==> src/rtl/kpiw_pkg.sv <==
// Shared types, codes and constants for the key-protected watchdog.
package kpiw_pkg;

  localparam int unsigned CounterWidthDefault = 12;

  // bus/tick command codes
  localparam logic [1:0] CMD_WRITE = 2'd0;
  localparam logic [1:0] CMD_READ  = 2'd1;
  localparam logic [1:0] CMD_TICK  = 2'd2;

  // register map
  localparam logic [2:0] REG_KEY      = 3'd0;
  localparam logic [2:0] REG_PRESCALE = 3'd1;
  localparam logic [2:0] REG_RELOAD   = 3'd2;
  localparam logic [2:0] REG_STATUS   = 3'd3;
  localparam logic [2:0] REG_RST_STAT = 3'd4;

  // key values
  localparam logic [15:0] KEY_START   = 16'hCCCC;
  localparam logic [15:0] KEY_REFRESH = 16'hAAAA;
  localparam logic [15:0] KEY_UNLOCK  = 16'h5555;

  localparam int unsigned FLAG_BIT  = 29;
  localparam int unsigned CLEAR_BIT = 24;

  // prescaler select that already gives the largest divider
  localparam logic [2:0] PSC_MAX_SEL = 3'd6;

  typedef struct packed {
    logic [1:0]  command;
    logic [2:0]  reg_select;
    logic [31:0] write_data;
  } in_item_t;

  typedef struct packed {
    logic [31:0] read_data;
    logic        watchdog_reset;
    logic        is_running;
  } out_item_t;

  typedef struct packed {
    logic running;
    logic sticky_flag;
  } core_status_t;

endpackage

==> src/rtl/key_protected_independent_watchdog_unit.sv <==
// Top level of the key-protected watchdog: input register, core, result register.
//
// Usage:
//   Input channel (in_valid / in_stall / in_data) carries one beat per bus
//   write, bus read or tick of the slow watchdog clock. Result channel
//   (out_valid / out_stall / out_data) returns exactly one beat per input
//   beat, in order: read data (zero unless a read), the expiry pulse and the
//   running flag as it stands after the beat.
//   A beat is taken when valid is high and stall is low.
// Flow: an accepted beat lands in the input register; once the result
//   register has room it is executed and its result is registered there,
//   which raises out_valid.
// Throughput: one beat per cycle while out_stall does not hold a full result register.
// Stall: when out_stall holds a full result register, the input register
//   keeps its beat and in_stall rises while that register is occupied;
//   no beat is lost or repeated.
// Reset (rst_n low, synchronous): both registers empty, watchdog stopped,
//   locked, prescaler select 0, reload and counter all ones, flag clear.
// Expiry: the result beat shows watchdog_reset=1 and is_running=0; the
//   sticky flag reads at bit 29 of the reset status register.
module key_protected_independent_watchdog_unit #(
  parameter int unsigned COUNTER_WIDTH = kpiw_pkg::CounterWidthDefault
) (
  input  logic                 clk,
  input  logic                 rst_n,
  input  logic                 in_valid,
  output logic                 in_stall,
  input  kpiw_pkg::in_item_t   in_data,
  output logic                 out_valid,
  input  logic                 out_stall,
  output kpiw_pkg::out_item_t  out_data
);
  import kpiw_pkg::*;

  logic         s1_valid_r, s1_valid_nxt;
  in_item_t     s1_item_r;
  logic         out_valid_r, out_valid_nxt;
  out_item_t    out_item_r;
  logic         advance;
  logic         in_take;
  out_item_t    core_result;
  core_status_t core_status;

  // execute the held beat when the result register has room
  assign advance  = s1_valid_r && (!out_valid_r || !out_stall);
  assign in_stall = s1_valid_r && !advance;
  assign in_take  = in_valid && !in_stall;

  kpiw_core #(
    .COUNTER_WIDTH (COUNTER_WIDTH)
  ) u_core (
    .clk    (clk),
    .rst_n  (rst_n),
    .commit (advance),
    .item   (s1_item_r),
    .result (core_result),
    .status (core_status)
  );

  always_comb begin
    s1_valid_nxt  = in_take || (s1_valid_r && !advance);
    out_valid_nxt = advance || (out_valid_r && out_stall);
  end

  always_ff @(posedge clk) begin
    if (!rst_n) begin
      s1_valid_r  <= 1'b0;
      out_valid_r <= 1'b0;
    end else begin
      s1_valid_r  <= s1_valid_nxt;
      out_valid_r <= out_valid_nxt;
    end
  end

  // payload registers, no reset
  always_ff @(posedge clk) begin
    if (in_take) s1_item_r <= in_data;
    if (advance) out_item_r <= core_result;
  end

  assign out_valid = out_valid_r;
  assign out_data  = out_item_r;

  // expiry always stops the watchdog and raises the sticky flag
  a_expiry_state: assert property (@(posedge clk) disable iff (!rst_n)
    advance && core_result.watchdog_reset |=> core_status.sticky_flag && !core_status.running)
    else $error("expiry did not stop watchdog / set flag");

  // reported running flag matches the state the core left behind
  a_running_match: assert property (@(posedge clk) disable iff (!rst_n)
    advance |=> out_item_r.is_running == core_status.running)
    else $error("is_running disagrees with core state");

  // a blocked beat in the input register is neither dropped nor altered
  a_s1_hold: assert property (@(posedge clk) disable iff (!rst_n)
    s1_valid_r && !advance |=> s1_valid_r && $stable(s1_item_r))
    else $error("held input beat lost or changed");

  // expiry result never reports the watchdog as still running
  a_expiry_stopped: assert property (@(posedge clk) disable iff (!rst_n)
    out_valid_r && out_item_r.watchdog_reset |-> !out_item_r.is_running)
    else $error("expiry beat shows running");

endmodule

==> src/rtl/kpiw_core.sv <==
// Watchdog register file, prescaler and down counter; one beat per commit.
module kpiw_core #(
  parameter int unsigned COUNTER_WIDTH = kpiw_pkg::CounterWidthDefault
) (
  input  logic                    clk,
  input  logic                    rst_n,
  input  logic                    commit,
  input  kpiw_pkg::in_item_t      item,
  output kpiw_pkg::out_item_t     result,
  output kpiw_pkg::core_status_t  status
);
  import kpiw_pkg::*;

  logic                     running_r, running_nxt;
  logic                     unlocked_r, unlocked_nxt;
  logic [2:0]               psel_r, psel_nxt;
  logic [COUNTER_WIDTH-1:0] reload_r, reload_nxt;
  logic [COUNTER_WIDTH-1:0] ctr_r, ctr_nxt;
  logic [7:0]               pcnt_r, pcnt_nxt;
  logic [1:0]               busy_r, busy_nxt;
  logic                     flag_r, flag_nxt;

  logic [2:0] psel_sat;
  logic [8:0] divider;
  logic [8:0] pcnt_inc;

  assign psel_sat = (psel_r > PSC_MAX_SEL) ? PSC_MAX_SEL : psel_r;
  assign divider  = 9'd4 << psel_sat;
  assign pcnt_inc = {1'b0, pcnt_r} + 9'd1;

  always_comb begin
    running_nxt  = running_r;
    unlocked_nxt = unlocked_r;
    psel_nxt     = psel_r;
    reload_nxt   = reload_r;
    ctr_nxt      = ctr_r;
    pcnt_nxt     = pcnt_r;
    busy_nxt     = busy_r;
    flag_nxt     = flag_r;
    result       = '0;

    unique case (item.command)
      CMD_WRITE: begin
        unique case (item.reg_select)
          REG_KEY: begin
            if (item.write_data[15:0] == KEY_UNLOCK) begin
              unlocked_nxt = 1'b1;
            end else begin
              unlocked_nxt = 1'b0;
              if (item.write_data[15:0] == KEY_START) begin
                running_nxt = 1'b1;
              end else if (item.write_data[15:0] == KEY_REFRESH) begin
                ctr_nxt = reload_r;
              end
            end
          end
          REG_PRESCALE: begin
            if (unlocked_r) begin
              psel_nxt    = item.write_data[2:0];
              busy_nxt[0] = 1'b1;
            end
          end
          REG_RELOAD: begin
            if (unlocked_r) begin
              reload_nxt  = item.write_data[COUNTER_WIDTH-1:0];
              busy_nxt[1] = 1'b1;
            end
          end
          REG_RST_STAT: begin
            if (item.write_data[CLEAR_BIT]) flag_nxt = 1'b0;
          end
          default: ;
        endcase
      end
      CMD_READ: begin
        unique case (item.reg_select)
          REG_PRESCALE: result.read_data = {29'd0, psel_r};
          REG_RELOAD:   result.read_data = 32'(reload_r);
          REG_STATUS:   result.read_data = {30'd0, busy_r};
          REG_RST_STAT: result.read_data = 32'(flag_r) << FLAG_BIT;
          default:      result.read_data = '0;
        endcase
      end
      CMD_TICK: begin
        busy_nxt = '0;
        if (running_r) begin
          if (pcnt_inc >= divider) begin
            pcnt_nxt = '0;
            if (ctr_r == '0) begin
              // expiry: everything but the sticky flag back to reset values
              running_nxt           = 1'b0;
              unlocked_nxt          = 1'b0;
              psel_nxt              = '0;
              reload_nxt            = '1;
              ctr_nxt               = '1;
              flag_nxt              = 1'b1;
              result.watchdog_reset = 1'b1;
            end else begin
              ctr_nxt = ctr_r - 1'b1;
            end
          end else begin
            pcnt_nxt = pcnt_inc[7:0];
          end
        end
      end
      default: ;
    endcase

    result.is_running = running_nxt;
  end

  always_ff @(posedge clk) begin
    if (!rst_n) begin
      running_r  <= 1'b0;
      unlocked_r <= 1'b0;
      psel_r     <= '0;
      reload_r   <= '1;
      ctr_r      <= '1;
      pcnt_r     <= '0;
      busy_r     <= '0;
      flag_r     <= 1'b0;
    end else if (commit) begin
      running_r  <= running_nxt;
      unlocked_r <= unlocked_nxt;
      psel_r     <= psel_nxt;
      reload_r   <= reload_nxt;
      ctr_r      <= ctr_nxt;
      pcnt_r     <= pcnt_nxt;
      busy_r     <= busy_nxt;
      flag_r     <= flag_nxt;
    end
  end

  assign status.running     = running_r;
  assign status.sticky_flag = flag_r;

endmodule
==> config.mk <==
export PLATFORM = sky130hd
export DESIGN_NAME = key_protected_independent_watchdog_unit
export DESIGN_NICKNAME = d
export VERILOG_FILES = /design/src/rtl/kpiw_pkg.sv /design/src/rtl/key_protected_independent_watchdog_unit.sv /design/src/rtl/kpiw_core.sv
export SDC_FILE = /design/constraint.sdc
export NUM_CORES = 1
export LEC_CHECK = 0
export ABC_AREA = 1
export BUFFER_PORTS_ARGS = -buffer_cell sky130_fd_sc_hd__buf_4
export CELL_PAD_IN_SITES_DETAIL_PLACEMENT = 0
export CELL_PAD_IN_SITES_GLOBAL_PLACEMENT = 1
export CORE_UTILIZATION = 42
export DETAILED_ROUTE_END_ITERATION = 10
export PLACE_DENSITY = 0.79
export SLEW_MARGIN = 20
export SYNTH_ARGS = -nofsm -noshare
export SYNTH_HDL_FRONTEND = slang
export SYNTH_SLANG_ARGS = --single-unit
==> constraint.sdc <==
create_clock -name clk -period 2.95 [get_ports clk]
set_input_delay 0.295 -clock clk [delete_from_list [all_inputs] [get_ports clk]]
set_output_delay 0.295 -clock clk [all_outputs]
set_load 0.02 [all_outputs]
; ---- After elaboration in Yosys (flattened, before gate mapping)
; Cells that the tools add are included.
[classes]
add_sub_neg = 2
n_lt_le_gt_ge = 2
n_eq_ne = 21
n_shift = 1
mux = 47
n_reduce_logical = 24
[ops]
columns = op, count
row1 = two-way mux 12 bit, 12
row2 = case mux 30 bit (4 select lines), 1
row3 = case mux 12 bit (2 select lines), 2
row4 = "== test 16 bit, second input constant", 2
row5 = AND reduction 7 bit, 3
row6 = two-way mux 1 bit, 20
row7 = two-way mux 3 bit, 6
row8 = "== test 16 x 15 -> 1 bit, second input constant", 1
row9 = logical NOT 12 bit, 1
row10 = "inequality test 2 x 1 -> 1 bit, second input constant", 6
row11 = "inequality test 2 bit, second input constant", 6
row12 = "subtractor 12 x 1 -> 12 bit, second input constant", 1
row13 = "adder 8 x 1 -> 9 bit, second input constant", 1
row14 = >= comparator 9 bit, 1
row15 = "<< shifter 3 x 3 -> 9 bit, first input constant", 1
row16 = two-way mux 8 bit, 1
row17 = AND reduction 4 bit, 2
row18 = AND reduction 8 bit, 1
row19 = "== test 3 x 2 -> 1 bit, second input constant", 2
row20 = case mux 1 bit (2 select lines), 3
row21 = case mux 3 bit (2 select lines), 1
row22 = AND reduction 3 bit, 2
row23 = AND reduction 6 bit, 1
row24 = logical AND 1 bit, 4
row25 = other kinds (11), 16
[totals]
reg_bits = 106
input_bits = 41
out_inout_bits = 36
wordCells = 114

; ---- Depth between registers and ports, before layout
[logic_depth]
ltp_word = 8
depth_mapped = 15
ltp_nobuf = 14

; ---- Cells and area by module
; From an unflattened synthesis, not the netlist that was laid out.
[unflattened]
hier_cells = 561
area_unflattened_um2 = 5211.2
[modules_own_cells]
columns = mod, n_inst, cells_per_inst, area_each_um2, seq_area_each_um2
row1 = kpiw_core, 1, 477, 2984.1, 800.8
row2 = key_protected_independent_watchdog_unit, 1, 84, 2227.1, 2172.1

; ---- Least setup slack after synthesis
; Ideal clock, no wire load.
[synth_path]
kind = register to register
from = register u_core.pcnt_r[0]
to = register u_core.ctr_r[0]
setup_ps = 142
arrival_time_ps = 2135
required_ps = 2808
path_slack_ps = 672
path_stages_with_launch = 16
n_path_buf = 1
period_less_slack_ps = 2278
cell_sequence = dfxtp_1 ha_1 nand3_1 nor2_1 nand2_1 xnor2_1 ha_1 nand2_1 nand2_1 a21oi_2 nand4_4 nand2_1 nor2_2 buf_6 nand2_2 nand3_2
[synth_between]
elab_chain_cells = 4
[synth_lines]
columns = item, line
row1 = start: declaration, kpiw_core.sv:19  ; logic [7:0] pcnt_r, pcnt_nxt;
row2 = start signal: assignment, kpiw_core.sv:128  ; pcnt_r <= pcnt_nxt;
row3 = adder 8 x 1 -> 9 bit, kpiw_core.sv:29  ; assign pcnt_inc = {1'b0, pcnt_r} + 9'd1;
row4 = >= comparator 9 bit, kpiw_core.sv:87  ; if (pcnt_inc >= divider) begin
row5 = inequality test 2 x 1 -> 1 bit (no line), --
row6 = AND reduction 8 bit (no line), --
row7 = end signal: assignment, kpiw_core.sv:127  ; ctr_r <= ctr_nxt;
row8 = end: declaration, kpiw_core.sv:18  ; logic [COUNTER_WIDTH-1:0] ctr_r, ctr_nxt;
; Every way passes these cells.
; A chain may end at the register's enable or synchronous reset.

; ---- Final worst setup path
[layout_path]
from = register u_core.pcnt_r[0]
to = register u_core.ctr_r[11]
; Same word-level chain as after synthesis.

==> metrics.md <==
| Metric | Value |
|---|---|
| Final Util | `0.494` |
| Vias in the first global route | `3025` |
| CP delay by family, top | `simple AND/OR/NAND/NOR gates` |
| Seq. cell area | `between 1500 and 2000 um2` |
| Root buffer cell | `clkbuf_8` |
| Worst-path cell chain | `ha_1, nand3_1, nor2_1, nand2_1, xnor2_1, ha_1, nand2_1, nor2_1, nand3_1, nand4_4, nand2_1, nor2_4, nand2_1, nand3_1` |
| Critical Path RT | `between 3 and 4 ns` |
| Crit path time final | `approximately 2.6 ns` |
| Core Region | `~9900 um2` |
| DRC Markers | `0` |
| Die X | `103 um` |
| Share of flip-flops with an asynchronous set or reset | `0` |
| Drt pass-1 iters | `4` |
| Clock Latency Late Sink | `0.36 ns` |
| Multiplexer area fraction after synthesis | `0` |
| WL final | `8.86 mm` |
| Via count | `between 3k and 4k` |
| Pwr dens | `481 nW/um2` |
| Wire per inst | `about 13 um` |
| Setup Fix Bufs, Post-CTS | `0` |
| Type of the worst setup path | `register to register` |
| Final WS setup | `between 0.3 and 0.4 ns` |
| Remaining global-route overflow | `0` |
| H-tree depth | `3` |
| Share of the synthesized area in the top cell type | `0.257` |
| Post-synthesis compound-gate area fraction | `0.0654` |
| Worst Path Arrival | `around 2.9 ns` |
| Multi-input gate area | `2000 um2` |
| Violation count after the first detailed-routing iteration | `~120` |
| Buf/Inv on CP | `0` |
| Die height | `103 um` |
| Initial antenna violation count | `0` |
| Final setup viols | `0` |
| Ant. Diodes | `0` |
| Fillers | `between 900 and 1k` |
| Post-Synthesis Cells | `521` |
| Register area share after synthesis | `0.452` |
| First-pass GRT wire length | `14.3 mm` |
| ANT nets after route | `0` |
| Total GRT Usage | `0.184` |
| Worst hold path class | `input port to register` |
| Setup TNS Final | `0 ns` |
| Adder-cell share of the synthesized area | `0.0318` |
| WHS | `0.110 ns` |
| Reg clk slew, reported paths | `0.08 ns` |
| Xor and xnor area share after synthesis | `0.0243` |
| Area delta synth->final | `12.8%` |
| Synth Register Bits | `79` |
| Worst Clk Skew | `0.0129 ns` |
| I/O pin total | `77` |
| Setup Slack @ Placement | `0.0961 ns` |
| Initial core utilization | `0.438` |
| RD Place Congestion | `roughly 0.81` |
| Post-synth cell types | `38` |
| Fmax | `379 MHz` |
| Pin count of the biggest net entering global routing | `30` |
| Fraction of final layout cells sized beyond drive strength 1 | `0.193` |
| Crit Path Max Fanout | `11` |
| Max cap viols | `0` |
| CP most frequent cell | `nand2_1` |
| Post-synth EDFFs | `37` |
| Vias/cell | `4.70` |
| Largest family of logic cells by synthesized area | `simple AND/OR/NAND/NOR gates` |
| CTS max path bufs | `2` |
| CP peak stage delay | `slightly above 0.4 ns` |
| Row cnt | `36` |
| Run status | `completed` |
| Worst path slowest cell | `dfxtp_1` |
| Final hold violations | `0` |
| Worst setup EP type | `register` |
| Dominant cells by area after synthesis | `edfxtp_1 (26%), dfxtp_1 (19%), nand2_1 (10%)` |
| Worst-Margin Slew | `0.720 ns` |
| Syn Std Cell Area | `roughly 4300 um2` |
| Total CTS buffers | `9` |
| Max rail drop VDD | `0.000240 V` |
| Cell taking the most area after synthesis | `edfxtp_1` |
| Die area | `around 11000 um2` |
| Simple-Gate Fraction of Synth Area | `0.321` |
| Main synth FF type | `dfxtp_1` |
| CP Launch Type | `register` |
| Period utilization | `0.896` |
| CTS tree | `built` |
| Final Total Pwr | `roughly 0.0023 W` |
| Post-Syn Area per Cell | `8.29 um2` |
| Pleak | `2.13 nW` |
| Final count of pins violating max slew | `0` |
| Port Buf Inserts | `42` |
| Nets | `613` |
| DP Wirelength | `6.65 mm` |
| RSZ-0062 raised after global routing | `false` |
| Slew margin rel. | `0.520` |
| Reg2Reg Setup Slack | `0.31 ns` |
| # clock sinks | `79` |
| Yosys warns | `0` |
final timing paths:
path	startpoint	end	cells after the start
min reg2reg	u_core.reload_r[7]$_SDFFE_PN1P_	u_core.reload_r[7]$_SDFFE_PN1P_	2
min	in_data[12]	s1_item_r[12]$_DFFE_PP_	1
max reg2reg	u_core.pcnt_r[0]$_SDFFE_PN0P_	u_core.ctr_r[11]$_SDFFE_PN1P_	14
max	u_core.pcnt_r[0]$_SDFFE_PN0P_	u_core.ctr_r[11]$_SDFFE_PN1P_	14
worst reg2reg max path: stages, from the launching register on:
cell and delay [ns]:
dfxtp_1 0.41, ha_1 0.21, nand3_1 0.14, nor2_1 0.11, nand2_1 0.07, xnor2_1 0.15, ha_1 0.31, nand2_1 0.06
nor2_1 0.16, nand3_1 0.16, nand4_4 0.15, nand2_1 0.10, nor2_4 0.36, nand2_1 0.12, nand3_1 0.08
registers in the layout (all words and copies together), names as in the netlist, 2 cells and up:
| name | flops |
|---|---|
| s1_item_r | 22 |
| u_core.ctr_r | 12 |
| u_core.reload_r | 12 |
| u_core.psel_r | 3 |
| out_data | 15 |
| u_core.pcnt_r | 8 |
| u_core.busy_r | 2 |
logic make-up (layout without fill, tap and decap cells):
family / Yosys count / in the layout
adders and majority gates: 11 / 11
DFF: 79 / 79
AOI/OAI and AO/OA: 47 / 47
buffers and inverters: 90 / 116
other: 1 / 19
xor gates and xnor gates: 12 / 12
and+or+nand+nor: 281 / 281
where the power goes:
part	internal, W	leakage (nW)	switching [W]
combinational	0.0000810	1.33	0.000160
sequential	0.00119	0.695	0.0000324
clock	0.000493	0.109	0.000387
total	0.00177	2.13	0.000580
Yosys cell counts (6+ instances only):
cell type    n
nand2_1    119
clkbuf_1     6
xnor2_1      6
nand3_1     36
a21oi_1     30
xor2_1       6
inv_1       53
nor2_1      58
nor3_1       6
edfxtp_1    37
nand2_2     16
dfxtp_1     42
nand3_2     11
nand4_1     18
buf_4       22
o21ai_0      6
ha_1        11
metal layers:
layer | global-route usage | vias up | share of wire
met2 | 0.295 | 68 | 0.46
met4 | 0.0715 | 0 | 0.012
met5 | 0 | - | 0
met3 | 0.0363 | 9 | 0.034
li1 | - | 1744 | -
met1 | 0.244 | 1458 | 0.50
metrics by stage:
step	std cells	instance area [um2]
after floorplan	539	4390
after global placement	683	4650
after detailed placement	683	4650
after CTS	698	4860
after global routing	698	4870
final	698	4870
placed cells by master, fill, tap and decap left out, types with 10 or more instances in the layout:
cell type / count
a21oi_1: 30
buf_4: 45
clkbuf_8: 10
conb_1: 19
dfxtp_1: 42
edfxtp_1: 37
ha_1: 11
inv_1: 53
nand2_1: 119
nand2_2: 16
nand3_1: 36
nand3_2: 10
nand4_1: 18
nor2_1: 58
repair_timing:
item                       CTS  global route
gates resized for setup      0             2
hold buffers                 0             0
setup endpoints to repair    0            11
cell type report:
| cell class | count | area share |
|---|---|---|
| clock inverter | 4 | 0.0144 |
| sequential | 79 | 0.400 |
| clock buffer | 11 | 0.0290 |
| multi-input combinational | 370 | 0.410 |
| tap | 133 | 0.0341 |
| timing repair buffer | 45 | 0.0693 |
| inverter | 56 | 0.0431 |
Note: power is estimated with default switching activity, not from simulation.
